==> src/rtl/ssr_pkg.sv <==
// Shared types and constants for the stepper speed ramp generator.
// Used by ssr_div and by stepper_speed_ramp; depends on nothing else.
package ssr_pkg;

    // Sequencer states of the top level.
    typedef enum logic [1:0] {
        S_IDLE,
        S_PREP,
        S_DIV,
        S_DONE
    } t_state;

    // Item operations, carried in tuser.
    localparam logic [1:0] OP_TICK   = 2'd0;
    localparam logic [1:0] OP_START  = 2'd1;
    localparam logic [1:0] OP_STOP   = 2'd2;
    localparam logic [1:0] OP_STATUS = 2'd3;

    // Move modes. A start with the clear mode only resets the step count.
    localparam logic [1:0] MODE_ACCEL = 2'd0;
    localparam logic [1:0] MODE_TRAP  = 2'd1;
    localparam logic [1:0] MODE_CONST = 2'd2;
    localparam logic [1:0] MODE_CLEAR = 2'd3;

    // Trapezoid phases.
    localparam logic [1:0] PH_ACCEL = 2'd0;
    localparam logic [1:0] PH_RUN   = 2'd1;
    localparam logic [1:0] PH_DECEL = 2'd2;
    localparam logic [1:0] PH_STOP  = 2'd3;

    // Field widths.
    localparam int DLY_W = 32;
    localparam int CNT_W = 24;
    localparam int IDX_W = 25;

    // Serial divider: a 33-bit dividend (twice a delay) over a divisor of
    // up to 26 bits (the magnitude of 4n+1 for a 25-bit ramp index).
    localparam int DIV_QW = 33;
    localparam int DIV_DW = 26;

    // Beat widths.
    localparam int S_DATA_W = 96;
    localparam int S_USER_W = 2;
    localparam int M_DATA_W = 48;

endpackage

==> src/rtl/ssr_div.sv <==
// Bit-serial restoring divider, one quotient bit per cycle.
// Depends on ssr_pkg for the operand widths.
module ssr_div
    import ssr_pkg::*;
(
    input  logic              i_clk,
    input  logic              i_rst_n,
    input  logic              i_start,
    input  logic [DIV_QW-1:0] i_dividend,
    input  logic [DIV_DW-1:0] i_divisor,
    output logic              o_done,
    output logic [DIV_QW-1:0] o_quot
);

    localparam int CW = $clog2(DIV_QW + 1);

    logic [DIV_QW-1:0] r_quo;
    logic [DIV_DW-1:0] r_rem;
    logic [DIV_DW-1:0] r_dsr;
    logic [CW-1:0]     r_cnt;
    logic              r_busy;
    logic              r_done;

    logic [DIV_DW:0]   w_trial;
    logic [DIV_DW:0]   w_diff;
    logic              w_fits;

    // The dividend shifts out of the top of r_quo while quotient bits
    // shift in at the bottom.
    assign w_trial = {r_rem, r_quo[DIV_QW-1]};
    assign w_diff  = w_trial - {1'b0, r_dsr};
    assign w_fits  = (w_trial >= {1'b0, r_dsr});

    always_ff @(posedge i_clk) begin
        if (!i_rst_n) begin
            r_busy <= 1'b0;
            r_done <= 1'b0;
            r_cnt  <= '0;
        end else begin
            r_done <= 1'b0;
            if (i_start) begin
                r_busy <= 1'b1;
                r_cnt  <= CW'(DIV_QW);
            end else if (r_busy) begin
                r_cnt <= r_cnt - 1'b1;
                if (r_cnt == CW'(1)) begin
                    r_busy <= 1'b0;
                    r_done <= 1'b1;
                end
            end
        end
    end

    always_ff @(posedge i_clk) begin
        if (i_start) begin
            r_quo <= i_dividend;
            r_rem <= '0;
            r_dsr <= i_divisor;
        end else if (r_busy) begin
            r_quo <= {r_quo[DIV_QW-2:0], w_fits};
            r_rem <= w_fits ? w_diff[DIV_DW-1:0] : w_trial[DIV_DW-1:0];
        end
    end

    assign o_done = r_done;
    assign o_quot = r_quo;

endmodule

==> src/rtl/stepper_speed_ramp.sv <==
// Stepper speed ramp generator: top level with joint state and sequencer.
// Depends on ssr_pkg and instantiates the serial divider ssr_div.
// Sequencing: an accepted item passes through S_PREP; a tick that updates the delay,
// or a trapezoid start, then waits in S_DIV for the bit-serial division in ssr_div;
// every item ends in S_DONE, which commits once the output register is free.
// Items are taken one at a time: the input stays closed until the commit.
// Reset: synchronous, active low; all joint state is cleared.
module stepper_speed_ramp
    import ssr_pkg::*;
#(
    parameter int NUM_JOINTS = 6,
    parameter int FRAC_BITS  = 16
)
(
    input  logic                i_clk,
    input  logic                i_rst_n,
    // Slave side. tdata from bit 0 up: joint[2:0], move_mode[4:3],
    // start_delay[36:5], floor_delay[68:37], goal_steps[92:69], zero pad.
    // tuser: operation[1:0].
    input  logic                i_s_axis_tvalid,
    output logic                o_s_axis_tready,
    input  logic [S_DATA_W-1:0] i_s_axis_tdata,
    input  logic [S_USER_W-1:0] i_s_axis_tuser,
    // Master side. tdata from bit 0 up: step_toggle[0], reload_valid[1],
    // reload_value[17:2], timer_halt[18], moving[19], steps_done[43:20],
    // zero pad.
    output logic                o_m_axis_tvalid,
    input  logic                i_m_axis_tready,
    output logic [M_DATA_W-1:0] o_m_axis_tdata
);

    // Width of a joint index; at least one bit so a single joint still works.
    localparam int JW = (NUM_JOINTS > 1) ? $clog2(NUM_JOINTS) : 1;

    // ------------------------------------------------------------------
    // Per-joint state. Each entry is a plain register; only the joint of
    // the item being worked on is read or written.
    // ------------------------------------------------------------------
    logic [DLY_W-1:0] r_delay_now    [NUM_JOINTS];
    logic [DLY_W-1:0] r_delay_floor  [NUM_JOINTS];
    logic [CNT_W-1:0] r_step_counter [NUM_JOINTS];
    logic [CNT_W-1:0] r_step_target  [NUM_JOINTS];
    logic [IDX_W-1:0] r_ramp_index   [NUM_JOINTS];
    logic [CNT_W-1:0] r_decel_at     [NUM_JOINTS];
    logic [IDX_W-1:0] r_decel_offset [NUM_JOINTS];
    logic [1:0]       r_axis_mode    [NUM_JOINTS];
    logic [1:0]       r_ramp_phase   [NUM_JOINTS];
    logic             r_running      [NUM_JOINTS];

    // Captured input beat.
    logic [1:0]       r_op;
    logic [2:0]       r_joint;
    logic [1:0]       r_mode;
    logic [DLY_W-1:0] r_d0;
    logic [DLY_W-1:0] r_fl;
    logic [CNT_W-1:0] r_goal;

    t_state r_state;
    t_state n_state;

    logic                r_m_tvalid;
    logic [M_DATA_W-1:0] r_m_tdata;

    // Sequencer outputs.
    logic w_accept;
    logic w_div_start;
    logic w_commit;
    logic w_out_free;

    // Divider connections.
    logic              w_div_done;
    logic [DIV_QW-1:0] w_quot;
    logic [DIV_QW-1:0] w_dividend;
    logic [DIV_DW-1:0] w_divisor;
    logic              w_need_div;

    // Current entry of the addressed joint.
    logic [JW-1:0]    w_jidx;
    logic             w_in_range;
    logic [DLY_W-1:0] w_cur_delay;
    logic [DLY_W-1:0] w_cur_floor;
    logic [CNT_W-1:0] w_cur_cnt;
    logic [CNT_W-1:0] w_cur_target;
    logic [IDX_W-1:0] w_cur_idx;
    logic [CNT_W-1:0] w_cur_decel_at;
    logic [IDX_W-1:0] w_cur_decel_off;
    logic [1:0]       w_cur_mode;
    logic [1:0]       w_cur_phase;
    logic             w_cur_run;

    // Ramp index after this step, and |4n+1| for it.
    logic [IDX_W-1:0] w_n_next;
    logic [IDX_W+1:0] w_m;
    logic [IDX_W+1:0] w_m_abs;
    logic [CNT_W+1:0] w_goal3;
    logic [CNT_W-1:0] w_off;
    logic [DLY_W-1:0] w_upd_delay;
    logic [CNT_W-1:0] w_cnt_inc;

    // Next values of the addressed entry.
    logic [DLY_W-1:0] n_delay_now;
    logic [DLY_W-1:0] n_delay_floor;
    logic [CNT_W-1:0] n_step_counter;
    logic [CNT_W-1:0] n_step_target;
    logic [IDX_W-1:0] n_ramp_index;
    logic [CNT_W-1:0] n_decel_at;
    logic [IDX_W-1:0] n_decel_offset;
    logic [1:0]       n_axis_mode;
    logic [1:0]       n_ramp_phase;
    logic             n_running;

    // Result fields.
    logic        w_tog;
    logic        w_rv;
    logic [15:0] w_rval;
    logic        w_halt;

    // Delay update d -/+ floor(2d/|4n+1|); the sum saturates on the way up,
    // and a zero ramp index leaves the delay as it is.
    function automatic logic [DLY_W-1:0] ramp_update(
        input logic [DLY_W-1:0]  d,
        input logic [IDX_W-1:0]  n,
        input logic [DIV_QW-1:0] q
    );
        logic [DLY_W+1:0] s;
        s = {2'b00, d} + {1'b0, q};
        if (n == '0) begin
            return d;
        end else if (!n[IDX_W-1]) begin
            return d - q[DLY_W-1:0];
        end else if (s[DLY_W+1:DLY_W] != 2'b00) begin
            return '1;
        end else begin
            return s[DLY_W-1:0];
        end
    endfunction

    // Timer period: integer part of the delay, saturated to 16 bits.
    function automatic logic [15:0] reload_of(input logic [DLY_W-1:0] d);
        logic [DLY_W-1:0] v;
        v = d >> FRAC_BITS;
        if (v > DLY_W'(16'hFFFF)) begin
            return 16'hFFFF;
        end else begin
            return v[15:0];
        end
    endfunction

    assign w_jidx     = JW'(r_joint);
    assign w_in_range = (32'(r_joint) < NUM_JOINTS);

    assign w_cur_delay     = r_delay_now[w_jidx];
    assign w_cur_floor     = r_delay_floor[w_jidx];
    assign w_cur_cnt       = r_step_counter[w_jidx];
    assign w_cur_target    = r_step_target[w_jidx];
    assign w_cur_idx       = r_ramp_index[w_jidx];
    assign w_cur_decel_at  = r_decel_at[w_jidx];
    assign w_cur_decel_off = r_decel_offset[w_jidx];
    assign w_cur_mode      = r_axis_mode[w_jidx];
    assign w_cur_phase     = r_ramp_phase[w_jidx];
    assign w_cur_run       = r_running[w_jidx];

    // Every delay-updating tick advances the ramp index before the update.
    assign w_n_next  = w_cur_idx + 1'b1;
    assign w_m       = {w_n_next, 2'b01};
    assign w_m_abs   = w_n_next[IDX_W-1] ? (~w_m + 1'b1) : w_m;
    assign w_cnt_inc = w_cur_cnt + 1'b1;

    // The deceleration offset 0.6*goal is taken exactly as floor(3*goal/5)
    // on the same serial divider.
    assign w_goal3 = {1'b0, r_goal, 1'b0} + {2'b00, r_goal};
    assign w_off   = w_quot[CNT_W-1:0];

    assign w_upd_delay = ramp_update(w_cur_delay, w_n_next, w_quot);

    // Decide whether the item needs a division, and with what operands.
    always_comb begin
        w_need_div = 1'b0;
        w_dividend = {w_cur_delay, 1'b0};
        w_divisor  = w_m_abs[DIV_DW-1:0];
        if (w_in_range) begin
            if (r_op == OP_START && r_mode == MODE_TRAP) begin
                w_need_div = 1'b1;
                w_dividend = DIV_QW'(w_goal3);
                w_divisor  = DIV_DW'(5);
            end else if (r_op == OP_TICK && w_cur_run && w_n_next != '0) begin
                if (w_cur_mode == MODE_ACCEL) begin
                    w_need_div = 1'b1;
                end else if (w_cur_mode == MODE_TRAP &&
                             (w_cur_phase == PH_ACCEL || w_cur_phase == PH_DECEL)) begin
                    w_need_div = 1'b1;
                end
            end
        end
    end

    ssr_div u_div (
        .i_clk      (i_clk),
        .i_rst_n    (i_rst_n),
        .i_start    (w_div_start),
        .i_dividend (w_dividend),
        .i_divisor  (w_divisor),
        .o_done     (w_div_done),
        .o_quot     (w_quot)
    );

    // ------------------------------------------------------------------
    // Item behavior: next entry values and result fields, applied at the
    // commit cycle once the quotient (if any) is ready.
    // ------------------------------------------------------------------
    always_comb begin
        n_delay_now    = w_cur_delay;
        n_delay_floor  = w_cur_floor;
        n_step_counter = w_cur_cnt;
        n_step_target  = w_cur_target;
        n_ramp_index   = w_cur_idx;
        n_decel_at     = w_cur_decel_at;
        n_decel_offset = w_cur_decel_off;
        n_axis_mode    = w_cur_mode;
        n_ramp_phase   = w_cur_phase;
        n_running      = w_cur_run;
        w_tog          = 1'b0;
        w_rv           = 1'b0;
        w_rval         = '0;
        w_halt         = 1'b0;

        unique case (r_op)
            OP_START: begin
                n_step_counter = '0;
                if (r_mode != MODE_CLEAR) begin
                    n_delay_now = r_d0;
                    n_axis_mode = r_mode;
                    n_running   = 1'b1;
                    if (r_mode != MODE_CONST) begin
                        n_delay_floor = r_fl;
                        n_ramp_index  = '0;
                    end
                    if (r_mode == MODE_TRAP) begin
                        n_ramp_phase   = PH_ACCEL;
                        n_step_target  = r_goal;
                        n_decel_offset = IDX_W'(0) - {1'b0, w_off};
                        n_decel_at     = r_goal - w_off;
                    end
                    w_rv   = 1'b1;
                    w_rval = reload_of(r_d0);
                end
            end
            OP_STOP: begin
                n_running = 1'b0;
                w_halt    = 1'b1;
            end
            OP_TICK: begin
                if (!w_cur_run) begin
                    w_halt = 1'b1;
                end else if (w_cur_mode == MODE_ACCEL) begin
                    w_tog          = 1'b1;
                    n_step_counter = w_cnt_inc;
                    n_ramp_index   = w_n_next;
                    n_delay_now    = w_upd_delay;
                    w_rv           = 1'b1;
                    w_rval         = reload_of(w_upd_delay);
                    if (w_upd_delay <= w_cur_floor) begin
                        w_halt    = 1'b1;
                        n_running = 1'b0;
                    end
                end else if (w_cur_mode == MODE_TRAP) begin
                    w_tog = 1'b1;
                    unique case (w_cur_phase)
                        PH_ACCEL: begin
                            n_step_counter = w_cnt_inc;
                            n_ramp_index   = w_n_next;
                            n_delay_now    = w_upd_delay;
                            w_rv           = 1'b1;
                            w_rval         = reload_of(w_upd_delay);
                            if (w_upd_delay <= w_cur_floor) begin
                                n_ramp_phase = PH_RUN;
                            end
                            // Reaching the deceleration point wins over
                            // reaching full speed on the same step.
                            if (w_cnt_inc >= w_cur_decel_at) begin
                                n_ramp_index = w_cur_decel_off;
                                n_ramp_phase = PH_DECEL;
                            end
                        end
                        PH_RUN: begin
                            n_step_counter = w_cnt_inc;
                            n_delay_now    = w_cur_floor;
                            if (w_cnt_inc >= w_cur_decel_at) begin
                                n_ramp_index = w_cur_decel_off;
                                n_ramp_phase = PH_DECEL;
                            end
                        end
                        PH_DECEL: begin
                            // The reload carries the delay from before the
                            // update.
                            n_step_counter = w_cnt_inc;
                            n_ramp_index   = w_n_next;
                            w_rv           = 1'b1;
                            w_rval         = reload_of(w_cur_delay);
                            n_delay_now    = w_upd_delay;
                            if (w_cnt_inc >= w_cur_target) begin
                                n_ramp_phase = PH_STOP;
                            end
                        end
                        PH_STOP: begin
                            w_halt    = 1'b1;
                            n_running = 1'b0;
                        end
                        default: begin
                            w_halt = 1'b0;
                        end
                    endcase
                end else if (w_cur_mode == MODE_CONST) begin
                    w_tog = 1'b1;
                end
            end
            OP_STATUS: begin
                w_halt = 1'b0;
            end
            default: begin
                w_halt = 1'b0;
            end
        endcase
    end

    // ------------------------------------------------------------------
    // Sequencer: capture, set up the division, wait for it, commit.
    // ------------------------------------------------------------------
    assign w_out_free = !r_m_tvalid || i_m_axis_tready;

    always_comb begin
        n_state = r_state;
        unique case (r_state)
            S_IDLE: begin
                if (i_s_axis_tvalid) begin
                    n_state = S_PREP;
                end
            end
            S_PREP: begin
                n_state = w_need_div ? S_DIV : S_DONE;
            end
            S_DIV: begin
                if (w_div_done) begin
                    n_state = S_DONE;
                end
            end
            S_DONE: begin
                if (w_out_free) begin
                    n_state = S_IDLE;
                end
            end
            default: begin
                n_state = S_IDLE;
            end
        endcase
    end

    always_comb begin
        o_s_axis_tready = (r_state == S_IDLE);
        w_accept        = (r_state == S_IDLE) && i_s_axis_tvalid;
        w_div_start     = (r_state == S_PREP) && w_need_div;
        w_commit        = (r_state == S_DONE) && w_out_free;
    end

    always_ff @(posedge i_clk) begin
        if (!i_rst_n) begin
            r_state <= S_IDLE;
        end else begin
            r_state <= n_state;
        end
    end

    always_ff @(posedge i_clk) begin
        if (w_accept) begin
            r_op    <= i_s_axis_tuser[1:0];
            r_joint <= i_s_axis_tdata[2:0];
            r_mode  <= i_s_axis_tdata[4:3];
            r_d0    <= i_s_axis_tdata[36:5];
            r_fl    <= i_s_axis_tdata[68:37];
            r_goal  <= i_s_axis_tdata[92:69];
        end
    end

    // Joint state: cleared by reset, written back at commit.
    always_ff @(posedge i_clk) begin
        if (!i_rst_n) begin
            for (int k = 0; k < NUM_JOINTS; k++) begin
                r_delay_now[k]    <= '0;
                r_delay_floor[k]  <= '0;
                r_step_counter[k] <= '0;
                r_step_target[k]  <= '0;
                r_ramp_index[k]   <= '0;
                r_decel_at[k]     <= '0;
                r_decel_offset[k] <= '0;
                r_axis_mode[k]    <= MODE_ACCEL;
                r_ramp_phase[k]   <= PH_ACCEL;
                r_running[k]      <= 1'b0;
            end
        end else if (w_commit && w_in_range) begin
            r_delay_now[w_jidx]    <= n_delay_now;
            r_delay_floor[w_jidx]  <= n_delay_floor;
            r_step_counter[w_jidx] <= n_step_counter;
            r_step_target[w_jidx]  <= n_step_target;
            r_ramp_index[w_jidx]   <= n_ramp_index;
            r_decel_at[w_jidx]     <= n_decel_at;
            r_decel_offset[w_jidx] <= n_decel_offset;
            r_axis_mode[w_jidx]    <= n_axis_mode;
            r_ramp_phase[w_jidx]   <= n_ramp_phase;
            r_running[w_jidx]      <= n_running;
        end
    end

    // Output register: the result beat waits here while the next item is
    // accepted and worked on. An out-of-range joint yields an all-zero beat.
    always_ff @(posedge i_clk) begin
        if (!i_rst_n) begin
            r_m_tvalid <= 1'b0;
        end else if (w_commit) begin
            r_m_tvalid <= 1'b1;
        end else if (i_m_axis_tready) begin
            r_m_tvalid <= 1'b0;
        end
    end

    always_ff @(posedge i_clk) begin
        if (w_commit) begin
            if (w_in_range) begin
                r_m_tdata <= {4'b0000, n_step_counter, n_running, w_halt,
                              w_rval, w_rv, w_tog};
            end else begin
                r_m_tdata <= '0;
            end
        end
    end

    assign o_m_axis_tvalid = r_m_tvalid;
    assign o_m_axis_tdata  = r_m_tdata;

`ifndef SYNTH
    // One item at a time: an accepted beat closes the input side.
    a_one_item: assert property (@(posedge i_clk) disable iff (!i_rst_n)
        (i_s_axis_tvalid && o_s_axis_tready) |=> !o_s_axis_tready)
        else $error("input accepted while an item is in progress");

    // The divider only finishes while the sequencer waits for it.
    a_div_done_wait: assert property (@(posedge i_clk) disable iff (!i_rst_n)
        w_div_done |-> (r_state == S_DIV))
        else $error("divider finished outside the wait state");

    // A stalled result beat holds the commit back.
    a_commit_stall: assert property (@(posedge i_clk) disable iff (!i_rst_n)
        (r_state == S_DONE && o_m_axis_tvalid && !i_m_axis_tready)
        |=> (r_state == S_DONE))
        else $error("commit passed over a waiting result beat");

    // Without a reload the reload value reads zero.
    a_reload_zero: assert property (@(posedge i_clk) disable iff (!i_rst_n)
        (o_m_axis_tvalid && !o_m_axis_tdata[1]) |-> (o_m_axis_tdata[17:2] == '0))
        else $error("reload value set without a reload");
`endif

endmodule

==> config.mk <==
export PLATFORM = sky130hd
export DESIGN_NAME = stepper_speed_ramp
export DESIGN_NICKNAME = d
export VERILOG_FILES = /design/src/rtl/ssr_pkg.sv /design/src/rtl/ssr_div.sv /design/src/rtl/stepper_speed_ramp.sv
export SDC_FILE = /design/constraint.sdc
export NUM_CORES = 2
export LEC_CHECK = 0
export BUFFER_PORTS_ARGS = -buffer_cell sky130_fd_sc_hd__buf_2
export CORE_UTILIZATION = 55
export DETAILED_ROUTE_END_ITERATION = 8
export PLACE_DENSITY = 0.76
export SLEW_MARGIN = 5
export SYNTH_ARGS = -nofsm -noshare
export SYNTH_HDL_FRONTEND = slang
export SYNTH_SLANG_ARGS = --single-unit
==> constraint.sdc <==
create_clock -name i_clk -period 8.9 [get_ports i_clk]
set_clock_uncertainty 0.2 [all_clocks]
set_input_delay 0.445 -clock i_clk [delete_from_list [all_inputs] [get_ports i_clk]]
set_output_delay 0.445 -clock i_clk [all_outputs]
set_load 0.05 [all_outputs]
==> metrics.cfg <==
[status]
outcome = finished, violations left
violations = DRC

[yosys]
async_flop_share_pct = 0
yosysWarnings = 0
synth_commonest_cells = edfxtp_1 (1720), nor2_1 (1188), mux4_2 (382)
synth_edf_count = 1720
synth_area_leader_cell = edfxtp_1
synth_area_mm2 = 0.0877
ys_seq_elements = 1765
yosysMostFrequentCell = edfxtp_1
syn_area_per_cell_um2 = 13.1
synth_seq_area_share_pct = 59.9
synth_area_leaders = edfxtp_1 (59%), mux4_2 (9.8%), nor2_1 (5.1%), ha_1 (3.2%), mux2i_1 (2.0%)
synth_cells = 6708
ys_types = 110
yosysTopAreaCellShare_pct = 58.9
synth_flop_cell = edfxtp_1

[timing]
layout_setup_ws_ns = 0.457
layout_min_cycle_time_ns = 8.44
fin_tns_setup_ns = 0
rsz0062_at_grt = false
slew_viol_final = 0
tightest_slew_ns = 1.18
max_freq_mhz = 118
maxSlewHeadroom_pct = 21.6
setup_viol = 0
hold_viol_final = 0
worst_hold_slack_ns = 0.0631
period_share_pct = 94.9

[cells_and_area]
design_area_mm2 = 0.0993
synthToLayoutAreaGrowth_pct = 13.3
drive_above_1_share_pct = 15.5
nets = 7642

[global_route]
grt_max_degree = 158
grt_pass1_wl_mm = 379
antenna_found_initial = 7
track_usage_pct = 31.6
grt.overflow.total = 0
grt_pass1_vias = 60219

[cts]
cts_tree = yes
cts_buffers = 180
clockBufferDepth = 3
clk-insertion-delay-late_ns = 0.84
clkTransAtPathRegs_ns = 0.06
cts-root-buf = clkbuf_16
clock_sinks = 1765
htree_levels = 4

[critical_path]
slowest_stage = dfxtp_4
reg2reg_depth = 28
critical-path-max-stage-delay_ns = 0.64
r2r-end = r_running[5]
ff2ff_setup_slack_ns = 0.46
crit_required_ns = 9.23
crit_arrival_ns = 8.77
cp_common_cell = a21o_1
crit_end = r_running[5]
end_kind = register
crit_type = register to register
crit_path_max_fanout = 18
start_kind = register

[route]
wirelength_mm = 257
drt_iter0_markers = 8806
vias_per_cell = 6.41
wire_per_inst_um = 27.0
drc = 1
drtPass1Iterations = 9
dr_total_vias = 61020
drt.antenna.violating_nets = 0

[place]
dp_hpwl_mm = 164
dp_slack_ns = 0.575
dpl_cell_area_mm2 = 0.0924
routabilityCongestion = 0.996
port_buffers = 144

[floorplanning]
coreArea_mm2 = 0.158
die_area_mm2 = 0.161
fp.dieW_um = 401
pin_count = 152
start_util_pct = 55.4
num_rows = 146
die_h_um = 401

[power]
ir_drop_mv = 0.240
comb_power_share_pct = 41.7
p_int_w = 0.0189
switching_share_pct = 38.4
power.switching_w = 0.0118
clkPwrFrac_pct = 24.8
powerDensity_mw_per_mm2 = 308
leakage_nw = 37.7
pwr-share-seq_pct = 33.5

[hold_path]
hold_class = input pin to register

[run]
drv_cap = 0

## per-stage QoR
stage | util (%) | total power [W] | instances
2_1_floorplan | - | 0.0188 | 7093
3_3_place_gp | 58.4 | 0.0225 | 9100
3_5_place_dp | 58.4 | 0.0227 | 9100
4_1_cts | 62.7 | 0.0303 | 9520
5_1_grt | 62.7 | 0.0318 | 9522
6_report | 62.7 | 0.0306 | 9522
## flip-flops by register name (all words and copies together), names as in the netlist, 24 cells and up, named ones only
register,cells
r_ramp_index,200
u_div.r_dsr,25
u_div.r_rem,26
r_delay_now,256
r_step_target,192
r_decel_at,192
o_m_axis_tdata,44
r_delay_floor,256
r_decel_offset,200
r_step_counter,192
r_d0,32
r_fl,32
u_div.o_quot,33
r_goal,24
## cells in the final DEF (no fill, tap or decap), types with 144 or more instances in the layout
master,Yosys,routed
conb_1,1,386
nand2_1,378,367
nor2_1,1188,1183
clkbuf_16,0,181
inv_1,336,335
buf_4,40,172
o21ai_0,203,203
o211ai_1,145,145
ha_1,227,227
buf_2,68,144
edfxtp_1,1720,1720
mux4_2,382,382
mux2i_1,173,169
a21oi_1,250,250
## metal layers
| metal | up-vias | share of wire [%] | track usage [%] |
|---|---|---|---|
| met4 | 8 | 4.5 | 13.2 |
| met3 | 718 | 12 | 6.78 |
| met2 | 4021 | 46 | 50.2 |
| met1 | 30199 | 37 | 42.4 |
| met5 | - | 0.023 | 0 |
| li1 | 26074 | - | - |
## kinds of logic (layout without fill, tap and decap cells)
| group | Yosys count | count (layout) | share of synthesized area, % |
|---|---|---|---|
| buffers and inverters | 742 | 1098 | 3.65 |
| adders and majority gates | 232 | 232 | 3.35 |
| AOI/OAI and AO/OA | 1174 | 1174 | 8.93 |
| xor gates and xnor gates | 179 | 179 | 1.79 |
| and+or+nand+nor | 1991 | 1991 | 9.63 |
| other | 1 | 387 | 0.00428 |
| DFF | 1765 | 1765 | 59.9 |
| muxes | 624 | 624 | 12.7 |
## power by group through the flow
stage / clock, W / combinational [W] / sequential [W]
finish: 0.00759 / 0.0128 / 0.0103
global route: 0.00795 / 0.0136 / 0.0103
CTS: 0.00764 / 0.0124 / 0.0102
detailed placement: 0 / 0.0123 / 0.0104
global placement: 0 / 0.0121 / 0.0104
floorplan: 0 / 0.00854 / 0.0102
## worst min-delay path by stage
stage / startpoint / endpoint / slack, ns / depth (start not counted)
floorplan: r_running[2] / r_running[2] / 0.24 / 2
global placement: r_running[2] / r_running[2] / 0.25 / 2
detailed placement: r_running[3] / r_running[3] / 0.27 / 2
CTS: i_rst_n / r_running[4] / 0.03 / 3
global route: i_rst_n / u_div.r_cnt[0] / 0.08 / 2
finish: i_rst_n / r_running[4] / 0.06 / 3
## repair_timing
action,in CTS,in global routing
endpoints found under the setup margin,0,13
resized for setup,0,1
hold endpoints to repair,100,0
hold buffers,97,0
setup buffers,0,1
## worst max-delay path, delay by kind of cell, from the launching register on
family	cells	cell delay, ns
compound gates	14	3.32
buf+inv	5	1.22
simple gates	5	1.00
mux	2	0.95
fa+ha+maj	2	0.79
flops	1	0.64
## final cells by class
class                           instances  area, µm²
Sequential cell                      1765      52600
Clock inverter                         99       1180
Antenna cell                            1       2.50
Timing Repair Buffer                  436       3440
Fill cell                           11485      59000
Multi-Input combinational cell       4586      33600
Clock buffer                          224       4720
Inverter                              339       1270
Tap cell                             2072       2590
(Power assumes the default switching activity.)
